$ cat src/rtl/sdsc_pkg.sv
// Shared constants and types for the SMTP DATA dot-stuffing / CR LF shaper.
package sdsc_pkg;

  // Characters the shaper inspects or inserts
  localparam logic [7:0] CH_DOT = 8'h2E;
  localparam logic [7:0] CH_LF  = 8'h0A;
  localparam logic [7:0] CH_CR  = 8'h0D;

  // Most bytes a single transaction can produce; extras are dropped
  localparam int EMIT_MAX = 12;
  localparam int CNT_W    = 4;

  // Trailer storage: the register always holds eight bytes
  localparam int DELIM_DEFAULT_BYTES = 8;
  localparam int DELIM_REG_W         = 64;
  localparam int DELIM_IDX_W         = 3;
  localparam int DELIM_LEN_W         = 4;

  // Configuration bus
  localparam int APB_ADDR_W = 5;
  localparam int APB_DATA_W = 64;

  // Register indexes (byte address = 8 * index)
  localparam logic [1:0] REG_FIX_NEWLINES  = 2'd0;
  localparam logic [1:0] REG_FIX_DOTS      = 2'd1;
  localparam logic [1:0] REG_DELIM_BYTES   = 2'd2;
  localparam logic [1:0] REG_DELIM_LENGTH  = 2'd3;

  typedef struct packed {
    logic                   fix_newlines;
    logic                   fix_dots;
    logic [DELIM_REG_W-1:0] delimiter_bytes;
    logic [DELIM_LEN_W-1:0] delimiter_length;
  } cfg_t;

  typedef logic [EMIT_MAX-1:0][7:0] emit_bytes_t;

endpackage

$ cat src/rtl/sdsc_if.sv
// Valid/ready channel interfaces for the shaper's input and result streams.
interface sdsc_in_if;
  logic       valid;
  logic       ready;
  logic [7:0] data_byte;
  logic       byte_present;
  logic       message_end;

  modport source (output valid, data_byte, byte_present, message_end, input ready);
  modport sink   (input valid, data_byte, byte_present, message_end, output ready);
endinterface

interface sdsc_out_if;
  logic       valid;
  logic       ready;
  logic [7:0] out_byte;
  logic       run_last;
  logic       message_done;

  modport source (output valid, out_byte, run_last, message_done, input ready);
  modport sink   (input valid, out_byte, run_last, message_done, output ready);
endinterface

$ cat src/rtl/sdsc_expand.sv
// Expands one input transaction into its ordered output bytes and next line state.
module sdsc_expand #(
  parameter int DELIM_MAX_BYTES = sdsc_pkg::DELIM_DEFAULT_BYTES
) (
  input  sdsc_pkg::cfg_t                 cfg,
  input  logic [7:0]                     data_byte,
  input  logic                           byte_present,
  input  logic                           message_end,
  input  logic                           at_line_start,
  input  logic                           cr_pending,
  output sdsc_pkg::emit_bytes_t          emit_bytes,
  output logic [sdsc_pkg::CNT_W-1:0]     emit_count,
  output logic                           at_line_start_nxt,
  output logic                           cr_pending_nxt
);

  localparam int CW = sdsc_pkg::CNT_W;
  localparam logic [CW-1:0] DelimMax = CW'(DELIM_MAX_BYTES);
  localparam logic [CW-1:0] EmitMax  = CW'(sdsc_pkg::EMIT_MAX);

  logic [3:0][7:0]  head;
  logic [1:0]       head_cnt;
  logic             als_a;
  logic             crp_a;
  logic [1:0]       end_cnt;
  logic [CW-1:0]    delim_cnt;
  logic [CW-1:0]    total;

  // Bytes caused by the message byte itself (held CR release, dot, body)
  always_comb begin
    head     = '0;
    head_cnt = '0;
    als_a    = at_line_start;
    crp_a    = cr_pending;
    if (byte_present) begin
      if (cr_pending) begin
        crp_a          = 1'b0;
        head[head_cnt] = sdsc_pkg::CH_CR;
        head_cnt       = head_cnt + 2'd1;
      end
      if (cr_pending && (data_byte == sdsc_pkg::CH_LF)) begin
        head[head_cnt] = sdsc_pkg::CH_LF;
        head_cnt       = head_cnt + 2'd1;
        als_a          = 1'b1;
      end else begin
        if (cfg.fix_dots && at_line_start && (data_byte == sdsc_pkg::CH_DOT)) begin
          head[head_cnt] = sdsc_pkg::CH_DOT;
          head_cnt       = head_cnt + 2'd1;
        end
        if (data_byte == sdsc_pkg::CH_LF) begin
          if (cfg.fix_newlines) begin
            head[head_cnt] = sdsc_pkg::CH_CR;
            head_cnt       = head_cnt + 2'd1;
          end
          head[head_cnt] = sdsc_pkg::CH_LF;
          head_cnt       = head_cnt + 2'd1;
          als_a          = 1'b1;
        end else begin
          als_a = 1'b0;
          if ((data_byte == sdsc_pkg::CH_CR) && cfg.fix_newlines) begin
            crp_a = 1'b1;
          end else begin
            head[head_cnt] = data_byte;
            head_cnt       = head_cnt + 2'd1;
          end
        end
      end
    end
  end

  // Message close: line terminator then the saturated trailer
  always_comb begin
    end_cnt   = 2'd0;
    delim_cnt = '0;
    if (message_end) begin
      if (crp_a || (cfg.fix_newlines && !als_a)) begin
        end_cnt = 2'd2;
      end
      delim_cnt = (cfg.delimiter_length > DelimMax) ? DelimMax : cfg.delimiter_length;
    end
  end

  assign total      = CW'(head_cnt) + CW'(end_cnt) + delim_cnt;
  assign emit_count = (total > EmitMax) ? EmitMax : total;

  assign at_line_start_nxt = message_end ? 1'b1 : als_a;
  assign cr_pending_nxt    = message_end ? 1'b0 : crp_a;

  // Each output slot picks from head, terminator or trailer on its own
  for (genvar k = 0; k < sdsc_pkg::EMIT_MAX; k++) begin : g_slot
    logic [CW-1:0] tail_pos;
    logic [CW-1:0] dly_pos;
    assign tail_pos = CW'(k) - CW'(head_cnt);
    assign dly_pos  = tail_pos - CW'(end_cnt);
    always_comb begin
      if (CW'(k) < CW'(head_cnt)) begin
        emit_bytes[k] = head[k % 4];
      end else if (tail_pos < CW'(end_cnt)) begin
        emit_bytes[k] = (tail_pos == '0) ? sdsc_pkg::CH_CR : sdsc_pkg::CH_LF;
      end else begin
        emit_bytes[k] = cfg.delimiter_bytes[dly_pos[sdsc_pkg::DELIM_IDX_W-1:0] * 8 +: 8];
      end
    end
  end

endmodule

$ cat src/rtl/smtp_data_dot_stuff_crlf.sv
// SMTP DATA shaper: dot stuffing, CR LF repair and trailer append.
// An accepted input transaction waits in the input register, then loads the
//   output buffer once the buffer is empty or its last byte is being taken.
// Throughput: one input per cycle while each input yields at most one byte
//   and the receiver is ready; larger inputs hold the buffer until drained.
// The shift buffer (one byte per ready cycle) sets the sustained rate.
// Reset (rst_n low, synchronous): buffers empty, line state at message
//   start, registers fix_newlines=1, fix_dots=1, delimiter cleared.
module smtp_data_dot_stuff_crlf #(
  parameter int DELIM_MAX_BYTES = sdsc_pkg::DELIM_DEFAULT_BYTES
) (
  input  logic                            clk,
  input  logic                            rst_n,
  sdsc_in_if.sink                         in_ch,
  sdsc_out_if.source                      out_ch,
  input  logic                            psel,
  input  logic                            penable,
  input  logic                            pwrite,
  input  logic [sdsc_pkg::APB_ADDR_W-1:0] paddr,
  input  logic [sdsc_pkg::APB_DATA_W-1:0] pwdata,
  output logic [sdsc_pkg::APB_DATA_W-1:0] prdata,
  output logic                            pready
);

  localparam int CW = sdsc_pkg::CNT_W;
  localparam int EM = sdsc_pkg::EMIT_MAX;

  // Configuration registers
  sdsc_pkg::cfg_t cfg_r;
  logic           cfg_wr;
  logic [1:0]     reg_idx;

  assign pready  = 1'b1;
  assign cfg_wr  = psel && penable && pwrite && pready;
  assign reg_idx = paddr[4:3];

  always_ff @(posedge clk) begin
    if (!rst_n) begin
      cfg_r.fix_newlines     <= 1'b1;
      cfg_r.fix_dots         <= 1'b1;
      cfg_r.delimiter_bytes  <= '0;
      cfg_r.delimiter_length <= '0;
    end else if (cfg_wr) begin
      unique case (reg_idx)
        sdsc_pkg::REG_FIX_NEWLINES: cfg_r.fix_newlines     <= pwdata[0];
        sdsc_pkg::REG_FIX_DOTS:     cfg_r.fix_dots         <= pwdata[0];
        sdsc_pkg::REG_DELIM_BYTES:  cfg_r.delimiter_bytes  <= pwdata;
        sdsc_pkg::REG_DELIM_LENGTH:
          cfg_r.delimiter_length <= pwdata[sdsc_pkg::DELIM_LEN_W-1:0];
      endcase
    end
  end

  // Register readback
  always_comb begin
    unique case (reg_idx)
      sdsc_pkg::REG_FIX_NEWLINES: prdata = sdsc_pkg::APB_DATA_W'(cfg_r.fix_newlines);
      sdsc_pkg::REG_FIX_DOTS:     prdata = sdsc_pkg::APB_DATA_W'(cfg_r.fix_dots);
      sdsc_pkg::REG_DELIM_BYTES:  prdata = cfg_r.delimiter_bytes;
      sdsc_pkg::REG_DELIM_LENGTH: prdata = sdsc_pkg::APB_DATA_W'(cfg_r.delimiter_length);
    endcase
  end

  // Input register
  logic       in_v_r;
  logic [7:0] in_byte_r;
  logic       in_pres_r;
  logic       in_end_r;
  logic       in_take;
  logic       advance;

  // Output shift buffer
  sdsc_pkg::emit_bytes_t buf_bytes_r, buf_bytes_nxt;
  logic [CW-1:0]         buf_left_r, buf_left_nxt;
  logic                  buf_end_r;
  logic                  pop;

  // Line state
  logic at_line_start_r, at_line_start_nxt;
  logic cr_pending_r, cr_pending_nxt;

  sdsc_pkg::emit_bytes_t exp_bytes;
  logic [CW-1:0]         exp_count;

  assign pop     = (buf_left_r != '0) && out_ch.ready;
  assign advance = in_v_r && ((buf_left_r == '0) || (out_ch.ready && (buf_left_r == CW'(1))));
  assign in_ch.ready = !in_v_r || advance;
  assign in_take     = in_ch.valid && in_ch.ready;

  always_ff @(posedge clk) begin
    if (!rst_n) begin
      in_v_r <= 1'b0;
    end else if (in_take) begin
      in_v_r <= 1'b1;
    end else if (advance) begin
      in_v_r <= 1'b0;
    end
  end

  always_ff @(posedge clk) begin
    if (in_take) begin
      in_byte_r <= in_ch.data_byte;
      in_pres_r <= in_ch.byte_present;
      in_end_r  <= in_ch.message_end;
    end
  end

  sdsc_expand #(
    .DELIM_MAX_BYTES (DELIM_MAX_BYTES)
  ) u_expand (
    .cfg               (cfg_r),
    .data_byte         (in_byte_r),
    .byte_present      (in_pres_r),
    .message_end       (in_end_r),
    .at_line_start     (at_line_start_r),
    .cr_pending        (cr_pending_r),
    .emit_bytes        (exp_bytes),
    .emit_count        (exp_count),
    .at_line_start_nxt (at_line_start_nxt),
    .cr_pending_nxt    (cr_pending_nxt)
  );

  // Line state moves on when a transaction is expanded
  always_ff @(posedge clk) begin
    if (!rst_n) begin
      at_line_start_r <= 1'b1;
      cr_pending_r    <= 1'b0;
    end else if (advance) begin
      at_line_start_r <= at_line_start_nxt;
      cr_pending_r    <= cr_pending_nxt;
    end
  end

  // Load on advance, otherwise shift one byte out per pop
  always_comb begin
    buf_bytes_nxt = buf_bytes_r;
    buf_left_nxt  = buf_left_r;
    if (advance) begin
      buf_bytes_nxt = exp_bytes;
      buf_left_nxt  = exp_count;
    end else if (pop) begin
      for (int i = 0; i < EM - 1; i++) begin
        buf_bytes_nxt[i] = buf_bytes_r[i+1];
      end
      buf_bytes_nxt[EM-1] = 8'h00;
      buf_left_nxt        = buf_left_r - CW'(1);
    end
  end

  always_ff @(posedge clk) begin
    if (!rst_n) begin
      buf_left_r <= '0;
    end else begin
      buf_left_r <= buf_left_nxt;
    end
  end

  always_ff @(posedge clk) begin
    buf_bytes_r <= buf_bytes_nxt;
    if (advance) begin
      buf_end_r <= in_end_r;
    end
  end

  assign out_ch.valid        = (buf_left_r != '0);
  assign out_ch.out_byte     = buf_bytes_r[0];
  assign out_ch.run_last     = (buf_left_r == CW'(1));
  assign out_ch.message_done = (buf_left_r == CW'(1)) && buf_end_r;

endmodule

$ cat src/flat_wrapper.sv
// flat-port wrapper written by rule: the top's interface ports become plain ports
module smtp_data_dot_stuff_crlf_flat 
#(
  parameter int DELIM_MAX_BYTES = sdsc_pkg::DELIM_DEFAULT_BYTES
)
  (clk, rst_n, psel, penable, pwrite, paddr, pwdata, prdata, pready, in_ch_valid, in_ch_data_byte, in_ch_byte_present, in_ch_message_end, in_ch_ready, out_ch_valid, out_ch_out_byte, out_ch_run_last, out_ch_message_done, out_ch_ready);
  sdsc_in_if in_ch_i ();
  sdsc_out_if out_ch_i ();
  input  logic clk;
  input  logic rst_n;
  input  logic psel;
  input  logic penable;
  input  logic pwrite;
  input  logic [sdsc_pkg::APB_ADDR_W-1:0] paddr;
  input  logic [sdsc_pkg::APB_DATA_W-1:0] pwdata;
  output logic [sdsc_pkg::APB_DATA_W-1:0] prdata;
  output logic pready;
  input wire logic [$bits(in_ch_i.valid)-1:0] in_ch_valid;
  input wire logic [$bits(in_ch_i.data_byte)-1:0] in_ch_data_byte;
  input wire logic [$bits(in_ch_i.byte_present)-1:0] in_ch_byte_present;
  input wire logic [$bits(in_ch_i.message_end)-1:0] in_ch_message_end;
  output wire logic [$bits(in_ch_i.ready)-1:0] in_ch_ready;
  output wire logic [$bits(out_ch_i.valid)-1:0] out_ch_valid;
  output wire logic [$bits(out_ch_i.out_byte)-1:0] out_ch_out_byte;
  output wire logic [$bits(out_ch_i.run_last)-1:0] out_ch_run_last;
  output wire logic [$bits(out_ch_i.message_done)-1:0] out_ch_message_done;
  input wire logic [$bits(out_ch_i.ready)-1:0] out_ch_ready;
  assign in_ch_i.valid = in_ch_valid;
  assign in_ch_i.data_byte = in_ch_data_byte;
  assign in_ch_i.byte_present = in_ch_byte_present;
  assign in_ch_i.message_end = in_ch_message_end;
  assign in_ch_ready = in_ch_i.ready;
  assign out_ch_valid = out_ch_i.valid;
  assign out_ch_out_byte = out_ch_i.out_byte;
  assign out_ch_run_last = out_ch_i.run_last;
  assign out_ch_message_done = out_ch_i.message_done;
  assign out_ch_i.ready = out_ch_ready;
  smtp_data_dot_stuff_crlf #(.DELIM_MAX_BYTES(DELIM_MAX_BYTES)) u_core (.clk(clk), .rst_n(rst_n), .in_ch(in_ch_i), .out_ch(out_ch_i), .psel(psel), .penable(penable), .pwrite(pwrite), .paddr(paddr), .pwdata(pwdata), .prdata(prdata), .pready(pready));
endmodule
$ cat config.mk
export PLATFORM = sky130hd
export DESIGN_NAME = smtp_data_dot_stuff_crlf_flat
export DESIGN_NICKNAME = d
export VERILOG_FILES = /design/src/rtl/sdsc_pkg.sv /design/src/rtl/sdsc_if.sv /design/src/rtl/sdsc_expand.sv /design/src/rtl/smtp_data_dot_stuff_crlf.sv /design/src/flat_wrapper.sv
export SDC_FILE = /design/constraint.sdc
export NUM_CORES = 1
export LEC_CHECK = 0
export BUFFER_PORTS_ARGS = -buffer_cell sky130_fd_sc_hd__buf_4
export CORE_MARGIN = 2
export CORE_UTILIZATION = 41
export DETAILED_ROUTE_END_ITERATION = 7
export GPL_TIMING_DRIVEN = 0
export PLACE_DENSITY = 0.68
export SYNTH_ARGS = -nofsm -noshare
export SYNTH_HDL_FRONTEND = slang
export SYNTH_HIERARCHICAL = 1
export SYNTH_SLANG_ARGS = --single-unit
$ cat constraint.sdc
create_clock -name clk -period 7.1 [get_ports clk]
set_input_delay 1.065 -clock clk [delete_from_list [all_inputs] [get_ports clk]]
set_output_delay 1.065 -clock clk [all_outputs]
set_load 0.05 [all_outputs]
# Word-level counts from Yosys, hierarchy flattened
# Index checks and enable logic that the tools add are counted.
[totals] out_inout_bits=77 input_bits=86 latchBits=0 word_cells=236 ram_bits=0 rom_bits=0 register_bits=184 memories=0
[op_classes] mul=0 n_addsub=30 magnitude_cmp=26 eq_ne=7 bitwise_logic=12 div_mod_pow=0 n_shift=12 reduce_logical=41 mux=84
[op_table] cell="$shiftx A64 B7 Y8" n=12
[op_table] cell="$pmux W64 S4" n=1
[op_table] cell="$mux W24" n=8
[op_table] cell="$mux W96" n=2
[op_table] cell="$mux W8" n=22
[op_table] cell="$mux W32" n=3
[op_table] cell="$logic_not A4 Y1" n=13
[op_table] cell="$demux W8 S2" n=3
[op_table] cell="$lt A4 B2 Y1" n=12
[op_table] cell="$mux W3" n=12
[op_table] cell="$not A18 Y18" n=2
[op_table] cell="$bwmux W32" n=1
[op_table] cell="$mux W2" n=14
[op_table] cell="$mux W4" n=6
[op_table] cell="$sub A3 B2 Y3" n=8
[op_table] cell="$and A18 B18 Y18" n=1
[op_table] cell="$and A6 B18 Y18" n=1
[op_table] cell="$and A4 B16 Y16" n=1
[op_table] cell="$eq A8 B4 Y1 const B" n=2
[op_table] cell="$not A16 Y16" n=1
[op_table] cell="$or A4 B16 Y16" n=1
[op_table] cell="$sub A3 B2 Y4 const A" n=4
[op_table] cell="$sub A4 B2 Y4 const A" n=4
[op_table] cell="$and A15 B15 Y15" n=1
[op_table] cell="29 further kinds" n=77

# Depth between registers and ports, before layout
# Gate-level depths: netlist of run 1.
[logic_depth] ltp_word=22 depth_mapped=24 ltp_nobuf=22

# Cells and area by module
# The synthesis of run 1 kept the hierarchy.
[modules_own_cells] module="smtp_data_dot_stuff_crlf" instances=1 seq_area_each_um2=4754.6 area_per_inst_um2=8274.2 cells_each=842
[modules_own_cells] module="sdsc_expand" instances=1 seq_area_each_um2=0.0 area_per_inst_um2=4186.5 cells_each=465

# Worst setup path before layout of run 1
# OpenSTA, ideal clock, no wires.
[synth_timing] path_type="register to register" from="reg u_core.in_byte_r[6]" to="reg u_core.buf_bytes_r (netlist bit u_core/out_ch.out_byte[1]), data pin" n_path_buf=2 t_arrival_ps=5524 path_slack_ps=1324 path_stages_with_launch=23 setup_time_ps=252 cell_sequence="edfxtp_1 or3_1 or3_1 inv_1 ha_1 clkbuf_1 inv_1 mux2i_1 ha_1 a32o_1 nand2_1 a21boi_1 nor2_1 clkinv_1 ha_1 ha_1 inv_1 clkbuf_1 mux4_2 o311ai_0 o21ai_1 nand2_1 nand2_1"
[synth_rtl] item="start, declared" line="smtp_data_dot_stuff_crlf.sv:66" source="logic [7:0] in_byte_r;"
[synth_rtl] item="start signal, assigned" line="smtp_data_dot_stuff_crlf.sv:102" source="in_byte_r <= in_ch.data_byte;"
[synth_rtl] item="end signal, assigned" line="smtp_data_dot_stuff_crlf.sv:159" source="buf_bytes_r <= buf_bytes_nxt;"
[synth_rtl] item="end, declared" line="smtp_data_dot_stuff_crlf.sv:73" source="sdsc_pkg::emit_bytes_t buf_bytes_r, buf_bytes_nxt;"

==> results.py, run 1 <==
metrics = {
    "status": {
        "status": "completed",
    },
    "clocking": {
        "cts.htree.levels": 4,
        "cts_inserted_buffers": 17,
        "cts_tree": "done",
        "cts-root-buf": "clkbuf_16",
        "clk_pin_slew_ps": 70,
        "cts_buffer_depth": 2,
        "hold_buffers": 0,
        "clock_latency_ps": 440,
        "clock_sinks": 184,
    },
    "layout": {
        "multi_input_area_um2": 6960,
        "final_core_util_pct": 49.4,
        "nets": 1599,
        "area_growth_pct": 18.2,
        "seq_area_um2": 4750,
        "drive_gt1_share_pct": 26.9,
        "stdcell_area_um2": 14700,
        "n_antenna_cell": 0,
        "num-fill-cells": 2833,
    },
    "route": {
        "wl_met1_um": 16600,
        "met2WireLength_um": 18500,
        "first_iter_violations": 1074,
        "wl_met3_um": 3420,
        "wl_per_cell_um": 21.2,
        "drc": 0,
        "ant_nets": 0,
        "highest_layer": "met4",
        "dr.pass1.iters": 5,
        "wl_um": 39900,
        "via_per_inst": 5.59,
        "vias": 10529,
    },
    "placement": {
        "dpl_cell_area_um2": 14100,
        "place_congestion": 0.969,
        "dp_hpwl_um": 30900,
        "numPortBuffers": 155,
    },
    "floorplanning": {
        "die_y_um": 178,
        "dieArea_um2": 31800,
        "fp.coreArea_um2": 29800,
        "start_util_pct": 41.8,
        "placementRows": 63,
        "die_w_um": 178,
        "pin_count": 163,
    },
    "worst_setup_path": {
        "cp_cell_sequence": "or3_1, or3_1, inv_1, ha_1, clkbuf_1, inv_1, mux2i_1, ha_1, a32o_1, nand2_1, a21boi_1, nor2_4, clkinv_1, ha_1, ha_1, clkinvlp_4, mux4_2, o311ai_1, o21ai_1, nand2_1, nand2_1",
        "critPathKind": "flop to flop",
        "startpoint_type": "flop",
        "crit_start": "u_core/in_byte_r[6]$_DFFE_PP_",
        "rr_worst_depth": 21,
        "max_stage_delay_ps": 560,
        "r2r_slack_ps": 390,
        "cp_data_arrival_time_ps": 6910,
        "cp_common_cell": "ha_1",
        "endpoint_kind": "flop",
        "timing.rr.start": "u_core/in_byte_r[6]$_DFFE_PP_",
        "path_max_fanout": 11,
        "timing.rr.end": "u_core/out_ch.out_byte[1]$_DFFE_PP_",
        "cp-endpoint": "u_core/out_ch.out_byte[1]$_DFFE_PP_",
        "crit_required_ps": 7300,
        "slowest_stage": "edfxtp_1",
    },
    "yosys": {
        "syn_nets": 1426,
        "yosysSeqAreaShare_pct": 38.2,
        "synthTopCellsByArea": "edfxtp_1, nand2_1, dfxtp_1",
        "synthArstFlopShare_pct": 0,
        "netlist_area_um2": 12500,
        "yosysTopAreaCell": "edfxtp_1",
        "netlist_instances": 1307,
        "synth_edf_count": 107,
        "syn_area_per_cell_um2": 9.53,
        "yosys_most_used_dff": "edfxtp_1",
        "ys_ff_latch": 184,
        "synth_cell_types": 74,
        "yosys_warnings": 6,
        "yosysTopAreaCellShare_pct": 25.8,
    },
    "grt": {
        "grt_pass1_wl_um": 61000,
        "antenna_found_initial": 0,
        "grt_pass1_vias": 10272,
        "overflow": 0,
        "grt_use_total_pct": 25.7,
        "grt_start_max_net_pins": 67,
    },
    "sta": {
        "fin_crit_sh_pct": 94.5,
        "final.setup.tns_ps": 0,
        "rsz0062_at_grt": "false",
        "finalSetupViolations": 0,
        "worstMarginPinSlew_ps": 994,
        "relSlewSlack_pct": 33.8,
        "finClkSkew_ps": 12.8,
        "max_freq_mhz": 149,
        "finalCriticalPeriod_ps": 6710,
        "slew_viol_final": 0,
        "finalHoldViolations": 0,
    },
    "min_path": {
        "hold_class": "flop to flop",
    },
    "job": {
        "maxCapViolCount": 0,
    },
    "power_and_ir_drop": {
        "power_density_nw_per_um2": 291,
        "leakagePower_uw": 0.00625,
        "vdd_drop_max_mv": 0.147,
    },
}
[cell usage after synthesis, types with 4 or more instances]
cell,count
buf_4,26
o21ai_1,8
dfxtp_1,77
nand4_1,4
nor3_1,9
buf_6,15
a21boi_2,30
mux2i_1,59
mux2_2,20
nor2_1,29
nand2_2,29
a22oi_1,4
mux4_2,66
a221o_1,4
clkbuf_1,40
a31oi_1,6
buf_2,12
o22ai_1,6
inv_1,43
o21ai_0,10
a21boi_1,32
ha_1,29
mux2_1,6
nand2_1,441
a21oi_1,15
nand2b_1,7
fa_1,4
a21boi_0,7
and2_1,78
and3_1,5
nor2b_1,11
edfxtp_1,107
nand3_1,7
[logic make-up (layout without fill, tap and decap cells)]
group	after synthesis	after routing	share of synthesized area, %
adders and majority gates	33	33	3.55
other	1	1	0.0301
xor gates and xnor gates	1	1	0.0703
AOI/OAI and AO/OA	150	150	9.51
DFF	184	184	38.2
muxes	152	152	19.2
buffers and inverters	143	329	6.11
and+or+nand+nor	643	643	23.3
[how the worst min path moves through the flow]
stage	from	endpoint	slack (ps)	cells after the start
floorplan	u_core/cfg_r[15]$_SDFFE_PN0P_	u_core/cfg_r[15]$_SDFFE_PN0P_	450	2
global placement	u_core/cfg_r[31]$_SDFFE_PN0P_	u_core/cfg_r[31]$_SDFFE_PN0P_	470	2
detailed placement	u_core/cfg_r[31]$_SDFFE_PN0P_	u_core/cfg_r[31]$_SDFFE_PN0P_	470	2
CTS	u_core/cfg_r[31]$_SDFFE_PN0P_	u_core/cfg_r[31]$_SDFFE_PN0P_	490	2
global route	u_core/cfg_r[47]$_SDFFE_PN0P_	u_core/cfg_r[47]$_SDFFE_PN0P_	520	2
finish	u_core/at_line_start_r$_SDFFE_PN1P_	u_core/at_line_start_r$_SDFFE_PN1P_	490	2
[worst max-delay path, delay by kind of cell (launching register included)]
| family | cells | cell delay (ps) |
|---|---|---|
| buffers and inverters | 5 | 1450 |
| adder cells (fa/ha/maj) | 4 | 1330 |
| AO/OA/AOI/OAI | 4 | 980 |
| multiplexers | 2 | 650 |
| flip-flops | 1 | 560 |
| AND/OR/NAND/NOR | 6 | 1470 |
[layout by cell type (no fill, tap or decap), types with 32 or more instances in the layout]
master    synthesis  layout
and2_1           78      78
mux2i_1          59      58
dfxtp_1          77      77
edfxtp_1        107     107
inv_1            43      42
nand2_1         441     441
clkbuf_1         40      41
buf_4            26     181
a21boi_1         32      32
mux4_2           66      66
[cell type report]
class | instances | share of cell area [%]
clock buffer | 21 | 3.20
inverter | 47 | 1.24
sequential | 184 | 32.3
buffer | 94 | 3.93
clock inverter | 11 | 0.697
multi-input combinational | 980 | 47.2
timing repair buffer | 156 | 8.09
tap | 390 | 3.31
[per-layer routing]
metal	global-route usage, %	up-vias
li1	-	4838
met1	34.2	5057
met2	41.2	547
met3	5.39	87
met4	9.76	0
met5	0	-
[timing repair]
item / in CTS / in global routing
endpoints found under the setup margin: 15 / 4
pin swaps: 0 / 0
resized for setup: 2 / 3
setup buffers: 0 / 0
[sequential cells by signal (all words and copies together), names as in the netlist]
register / cells
u_core/buf_end_r: 1
u_core/buf_left_r: 4
u_core/at_line_start_r: 1
u_core/in_pres_r: 1
u_core/in_v_r: 1
u_core/in_end_r: 1
u_core/buf_bytes_r: 88
u_core/in_byte_r: 8
u_core/cfg_r: 70
u_core/cr_pending_r: 1
u_core/out_ch.out_byte: 8
[stage by stage]
stage	setup WS, ps	hold WS [ps]	total power, uW	cells
2_1_floorplan	1320	452	2850	1307
3_3_place_gp	-625	472	3310	1852
3_5_place_dp	-644	475	3340	1853
4_1_cts	62.4	488	4290	1885
5_1_grt	63.7	521	4510	1883
6_report	390	485	4280	1883
[power by group]
part / leakage (uW) / internal (uW) / total (uW) / switching (uW)
clock: 0.000285 / 505 / 953 / 449
sequential: 0.00167 / 1620 / 1740 / 119
combinational: 0.00429 / 550 / 1590 / 1040
Note: power is estimated with default switching activity, not from simulation.
==> run 2, diff against run 1 <==
Settings changed: ABC_AREA set to 1, PLACE_DENSITY 0.68 to unset, PLACE_DENSITY_LB_ADDON set to 0.05.
==> run 2 against run 1 <==
Register-to-register slack gained 1100 ps. Cell area shrank 3.7%. Utilization grew 0.24 points. Critical path type unchanged.
==> results.py, run 2 <==
metrics = {
    "status": {
        "status": "completed",
    },
    "yosys": {
        "yosysTopAreaCell": "edfxtp_1",
        "yosysTopAreaCellShare_pct": 27.1,
        "synthArstFlopShare_pct": 0,
        "synth_edf_count": 107,
        "syn_nets": 1832,
        "netlist_area_um2": 11800,
        "synth_most_common_cell": "nand2_1",
        "yosysSeqAreaShare_pct": 40.1,
        "synth_common_cells": "nand2_1, nand3_1, nor2_1",
        "yosys_most_used_dff": "edfxtp_1",
        "netlist_instances": 1713,
        "synth_cell_types": 43,
        "yosys_warnings": 6,
        "syn_area_per_cell_um2": 6.91,
        "synthTopCellsByArea": "edfxtp_1, nand2_1, dfxtp_1",
        "ys_ff_latch": 184,
    },
    "worst_setup_path": {
        "r2r_slack_ps": 1520,
        "critPathKind": "flop to flop",
        "startpoint_type": "flop",
        "cp-endpoint": "u_core/out_ch.out_byte[3]$_DFFE_PP_",
        "crit_start": "u_core/in_byte_r[4]$_DFFE_PP_",
        "crit_required_ps": 7300,
        "timing.rr.start": "u_core/in_byte_r[4]$_DFFE_PP_",
        "timing.rr.end": "u_core/out_ch.out_byte[3]$_DFFE_PP_",
        "rr_worst_depth": 22,
        "endpoint_kind": "flop",
        "cp_data_arrival_time_ps": 5780,
        "path_max_fanout": 13,
    },
    "job": {
        "maxCapViolCount": 0,
    },
    "sta": {
        "relSlewSlack_pct": 35.0,
        "finalCriticalPeriod_ps": 5580,
        "finalSetupViolations": 0,
        "finalHoldViolations": 0,
        "fin_hold_ws_ps": 495,
        "final.setup.tns_ps": 0,
        "finClkSkew_ps": 18.2,
        "slew_viol_final": 0,
        "fin_crit_sh_pct": 78.6,
        "max_freq_mhz": 179,
        "rsz0062_at_grt": "false",
        "worstMarginPinSlew_ps": 975,
    },
    "grt": {
        "grt_use_total_pct": 28.6,
        "grt_start_max_net_pins": 29,
        "antenna_found_initial": 0,
        "grt_pass1_vias": 11115,
        "overflow": 0,
        "grt_pass1_wl_um": 66000,
    },
    "clocking": {
        "clock_sinks": 184,
        "hold_buffers": 0,
        "clk_pin_slew_ps": 70,
        "cts_buffer_depth": 2,
        "cts_inserted_buffers": 17,
        "clock_latency_ps": 450,
        "cts_tree": "done",
        "cts-root-buf": "clkbuf_16",
        "cts.htree.levels": 4,
        "post_cts_resized": 0,
        "post-cts-setup-buffers": 0,
    },
    "route": {
        "dr.pass1.iters": 5,
        "wl_um": 43100,
        "wl_per_cell_um": 18.8,
        "vias": 11813,
        "first_iter_violations": 1090,
        "via_per_inst": 5.16,
        "drc": 0,
        "ant_nets": 0,
    },
    "placement": {
        "dpl_cell_area_um2": 13600,
        "numPortBuffers": 157,
        "place_congestion": 0.962,
        "dp_hpwl_um": 35200,
    },
    "floorplanning": {
        "start_util_pct": 41.5,
        "die_y_um": 174,
        "dieArea_um2": 30300,
        "placementRows": 62,
        "die_w_um": 174,
        "fp.coreArea_um2": 28500,
        "pin_count": 163,
    },
    "layout": {
        "final_core_util_pct": 49.7,
        "layout_commonest_cell": "nand2_1",
        "area_growth_pct": 19.7,
        "layout_common_cells": "nand2_1, nand3_1, buf_4",
        "stdcell_area_um2": 14200,
        "num-fill-cells": 2962,
        "largest_register": "u_core/buf_bytes_r",
        "drive_gt1_share_pct": 14.3,
        "largest_reg_flops": 88,
        "n_antenna_cell": 0,
        "reg.largest.list": "u_core/buf_bytes_r (88), u_core/cfg_r (70)",
        "nets": 2011,
    },
    "power_and_ir_drop": {
        "vdd_drop_max_mv": 0.188,
        "leakagePower_uw": 0.00665,
        "power_density_nw_per_um2": 365,
        "p_total_uw": 5170,
    },
    "min_path": {
        "hold_class": "flop to flop",
    },
}
## run 2: cell types whose count changed in the layout (fill, tap and decap cells not counted), moves of 12 or more
cell      change
o21ai_0      +90
clkbuf_1     -12
nor2_1      +117
mux4_2       -66
a21boi_1     -32
inv_1       +101
mux2_2       -20
nand2_1     +212
nand3_1     +178
and2_1       -60
a21oi_1      +63
mux2i_1      -50
nand2_2      -27
a21boi_2     -30
## run 2: cells by family after synthesis
group,Yosys count,synth area share [%]
simple gates,1027,36.0
buf+inv,250,9.98
compound gates,208,9.30
flops,184,40.1
fa+ha+maj,33,3.74
mux,8,0.676
xor+xnor,2,0.148
other cells,1,0.0317
## run 2: critical path, cell delays in order (launching register included)
cell and delay [ps]:
edfxtp_1 500, nor2_1 190, nand3_1 90, nor4_1 600, inv_1 180, fa_1 680
ha_1 280, nand2_1 60, o21ai_0 70, nand2_1 80, nand3_2 220, inv_2 320
fa_1 460, clkbuf_1 190, inv_1 180, buf_1 440, nand3_1 230, nand3_1 160
nand3_1 110, nand2_1 90, nand2_1 60, nand2_1 100, nand2_1 50
## run 2: layout make-up
type | instances | area, um^2 | area share, %
buffer | 98 | 609 | 4.30
clock buffer | 19 | 464 | 3.27
clock inverter | 13 | 141 | 0.997
inverter | 152 | 573 | 4.04
multi-input combinational | 1279 | 5910 | 41.7
sequential | 184 | 4750 | 33.5
tap | 384 | 480 | 3.39
timing repair buffer | 160 | 1240 | 8.74
## run 2: report_power, final
part           switching, uW  total, uW  internal, uW
Combinational           1670       2420           747
Clock                    463       1020           554
Sequential               112       1730          1620
Total                   2240       5170          2920
## run 2: how the worst min path moves through the flow
stage          cells past startpoint                       endpoint                     startpoint  slack, ps
3_3_place_gp                       2   u_core/cfg_r[8]$_SDFFE_PN0P_   u_core/cfg_r[8]$_SDFFE_PN0P_        470
2_1_floorplan                      2   u_core/cfg_r[8]$_SDFFE_PN0P_   u_core/cfg_r[8]$_SDFFE_PN0P_        440
4_1_cts                            2   u_core/cfg_r[8]$_SDFFE_PN0P_   u_core/cfg_r[8]$_SDFFE_PN0P_        490
6_report                           2  u_core/cfg_r[66]$_SDFFE_PN0P_  u_core/cfg_r[66]$_SDFFE_PN0P_        500
3_5_place_dp                       2   u_core/cfg_r[8]$_SDFFE_PN0P_   u_core/cfg_r[8]$_SDFFE_PN0P_        480
5_1_grt                            2   u_core/cfg_r[8]$_SDFFE_PN0P_   u_core/cfg_r[8]$_SDFFE_PN0P_        510
## run 2: layer usage
metal	vias to the layer above	wire length [um]	global-route usage (%)
met5	-	0	0
met4	0	774	6.72
met3	34	2830	4.05
met2	475	19100	45.4
met1	5453	20400	41.3
li1	5851	-	-
## run 2: stage by stage
stage | worst slack [ps] | instances
2_1_floorplan | 2640 | 1713
3_3_place_gp | 1640 | 2254
3_5_place_dp | 1600 | 2257
4_1_cts | 1580 | 2289
5_1_grt | 1090 | 2289
6_report | 1520 | 2289
==> run 3, diff against run 2 <==
Clock period 7.1 ns to 5.3 ns, I/O delays scaled along.
==> run 3 against run 2 <==
Cell area increased by 0.20%. Sequential power up 34%. Critical path depth unchanged. Cell count unchanged. Non-clock buffer count stayed put. Via count fell by 0.48%. Clock power rose by 33%. Routed wire length down 0.26%. Global-route usage unchanged. First-iteration DRC count decreased by 6.1%. Worst hold slack barely moved. Critical path type unchanged. Critical endpoint unchanged. Highest routed layer unchanged.
==> results.py, run 3 (synthesized netlist as in run 2, its figures left out) <==
metrics = {
    "layout": {
        "n_antenna_cell": 0,
        "nets": 2011,
        "drive_gt1_share_pct": 14.8,
        "layout_commonest_cell": "nand2_1",
        "stdcell_area_um2": 14200,
        "area_growth_pct": 19.9,
        "num-fill-cells": 2966,
        "largest_reg_flops": 88,
        "largest_register": "u_core/buf_bytes_r",
        "reg.largest.list": "u_core/buf_bytes_r (88), u_core/cfg_r (70)",
        "stdcell_count": 2289,
        "layout_common_cells": "nand2_1, nand3_1, buf_4",
    },
    "worst_setup_path": {
        "critPathKind": "flop to flop",
        "crit_required_ps": 5500,
        "cp_data_arrival_time_ps": 5140,
        "rr_worst_depth": 22,
        "endpoint_kind": "flop",
        "startpoint_type": "flop",
        "path_max_fanout": 13,
    },
    "sta": {
        "fin_crit_sh_pct": 93.3,
        "finalSetupViolations": 0,
        "fin_hold_ws_ps": 495,
        "relSlewSlack_pct": 37.1,
        "finClkSkew_ps": 18.6,
        "fin_ws_ps": 353,
        "finalCriticalPeriod_ps": 4950,
        "finalHoldViolations": 0,
        "slew_viol_final": 0,
        "worstMarginPinSlew_ps": 943,
        "rsz0062_at_grt": "false",
        "max_freq_mhz": 202,
    },
    "floorplanning": {
        "start_util_pct": 41.5,
        "pin_count": 163,
        "dieArea_um2": 30300,
        "placementRows": 62,
        "die_y_um": 174,
        "fp.coreArea_um2": 28500,
        "die_w_um": 174,
    },
    "min_path": {
        "hold_class": "flop to flop",
        "min_path_cells": 2,
    },
    "route": {
        "via_per_inst": 5.14,
        "ant_nets": 0,
        "wl_per_cell_um": 18.8,
        "drc": 0,
        "first_iter_violations": 1023,
        "dr.pass1.iters": 8,
        "vias": 11756,
        "wl_um": 43000,
    },
    "placement": {
        "dp.cells": 2257,
        "dpl_cell_area_um2": 13600,
        "place_congestion": 0.962,
        "place_ws_ps": -203,
        "numPortBuffers": 157,
        "dp_hpwl_um": 35200,
    },
    "power_and_ir_drop": {
        "vdd_drop_max_mv": 0.249,
        "power_density_nw_per_um2": 489,
        "leakagePower_uw": 0.00667,
    },
    "job": {
        "maxCapViolCount": 0,
    },
    "grt": {
        "antenna_found_initial": 0,
        "overflow": 0,
        "grt_use_total_pct": 28.6,
        "grt_pass1_vias": 11115,
        "grt_pass1_wl_um": 66000,
        "grt_start_max_net_pins": 29,
    },
    "status": {
        "status": "completed",
    },
    "clocking": {
        "cts_buffer_depth": 2,
        "cts.htree.levels": 4,
        "post-cts-setup-buffers": 0,
        "cts_tree": "done",
        "cts-root-buf": "clkbuf_16",
        "clk_pin_slew_ps": 80,
        "hold_buffers": 0,
        "cts_inserted_buffers": 17,
        "clock_sinks": 184,
        "clock_latency_ps": 450,
    },
}
run 3: cell types whose count changed in the layout (fill, tap and decap cells not counted), sizes merged:
| cell | delta |
|---|---|
| clkbuf | +4 |
| buf | -4 |
run 3: critical path, cell delays in order (launching register included):
cell	delay [ps]
edfxtp_1	510
nor2_1	190
nand3_1	150
nor4_4	270
inv_1	130
fa_1	640
ha_1	270
nand2_1	60
o21ai_0	70
nand2_1	80
nand3_2	240
inv_4	260
fa_1	440
clkbuf_1	190
inv_1	180
clkbuf_2	290
nand3_1	180
nand3_1	150
nand3_1	110
nand2_1	90
nand2_1	60
nand2_1	100
nand2_1	50
run 3: final cells by class:
cell class | count | area, um^2 | share of cell area (%)
multi-input cells | 1279 | 5930 | 41.8
repair buffers | 160 | 1240 | 8.72
flip-flops and latches | 184 | 4750 | 33.5
inverters | 152 | 576 | 4.05
clock buffers | 19 | 464 | 3.27
plain buffers | 98 | 618 | 4.35
well taps | 384 | 480 | 3.38
clock inverters | 13 | 141 | 0.995
run 3: final timing paths:
path                                       from                                  end  slack [ps]
setup / recovery  u_core/in_byte_r[4]$_DFFE_PP_  u_core/out_ch.out_byte[3]$_DFFE_PP_         350
hold / removal     u_core/cfg_r[8]$_SDFFE_PN0P_         u_core/cfg_r[8]$_SDFFE_PN0P_         490
setup reg to reg  u_core/in_byte_r[4]$_DFFE_PP_  u_core/out_ch.out_byte[3]$_DFFE_PP_         350
hold reg to reg    u_core/cfg_r[8]$_SDFFE_PN0P_         u_core/cfg_r[8]$_SDFFE_PN0P_         490
run 3: routing by layer:
layer / GRT usage [%] / wire length [um]
met1: 41.3 / 20500
met2: 45.4 / 19100
met5: 0 / 0
met4: 6.72 / 704
met3: 4.05 / 2730
run 3: what timing repair did:
item                                   CTS  global route
pin swaps                                0             0
resized for setup                        1            14
setup endpoints to repair               18            71
endpoints found under the hold margin    0             0
cloned                                   0             0
run 3: power by group:
part           leakage [uW]  total, uW  switching (uW)  internal, uW
Clock              0.000304       1360             618           743
Combinational       0.00471       3250            2240          1010
Sequential          0.00166       2320             151          2170
run 3: through the flow:
step / TNS, ps / utilization [%] / power (uW)
final: 0 / 49.8 / 6940
after global routing: 0 / 49.8 / 7380
after CTS: 0 / 49.7 / 6930
after detailed placement: -1110 / 47.5 / 5560
after global placement: -1050 / 47.3 / 5550
after floorplan: 0 / - / 4500
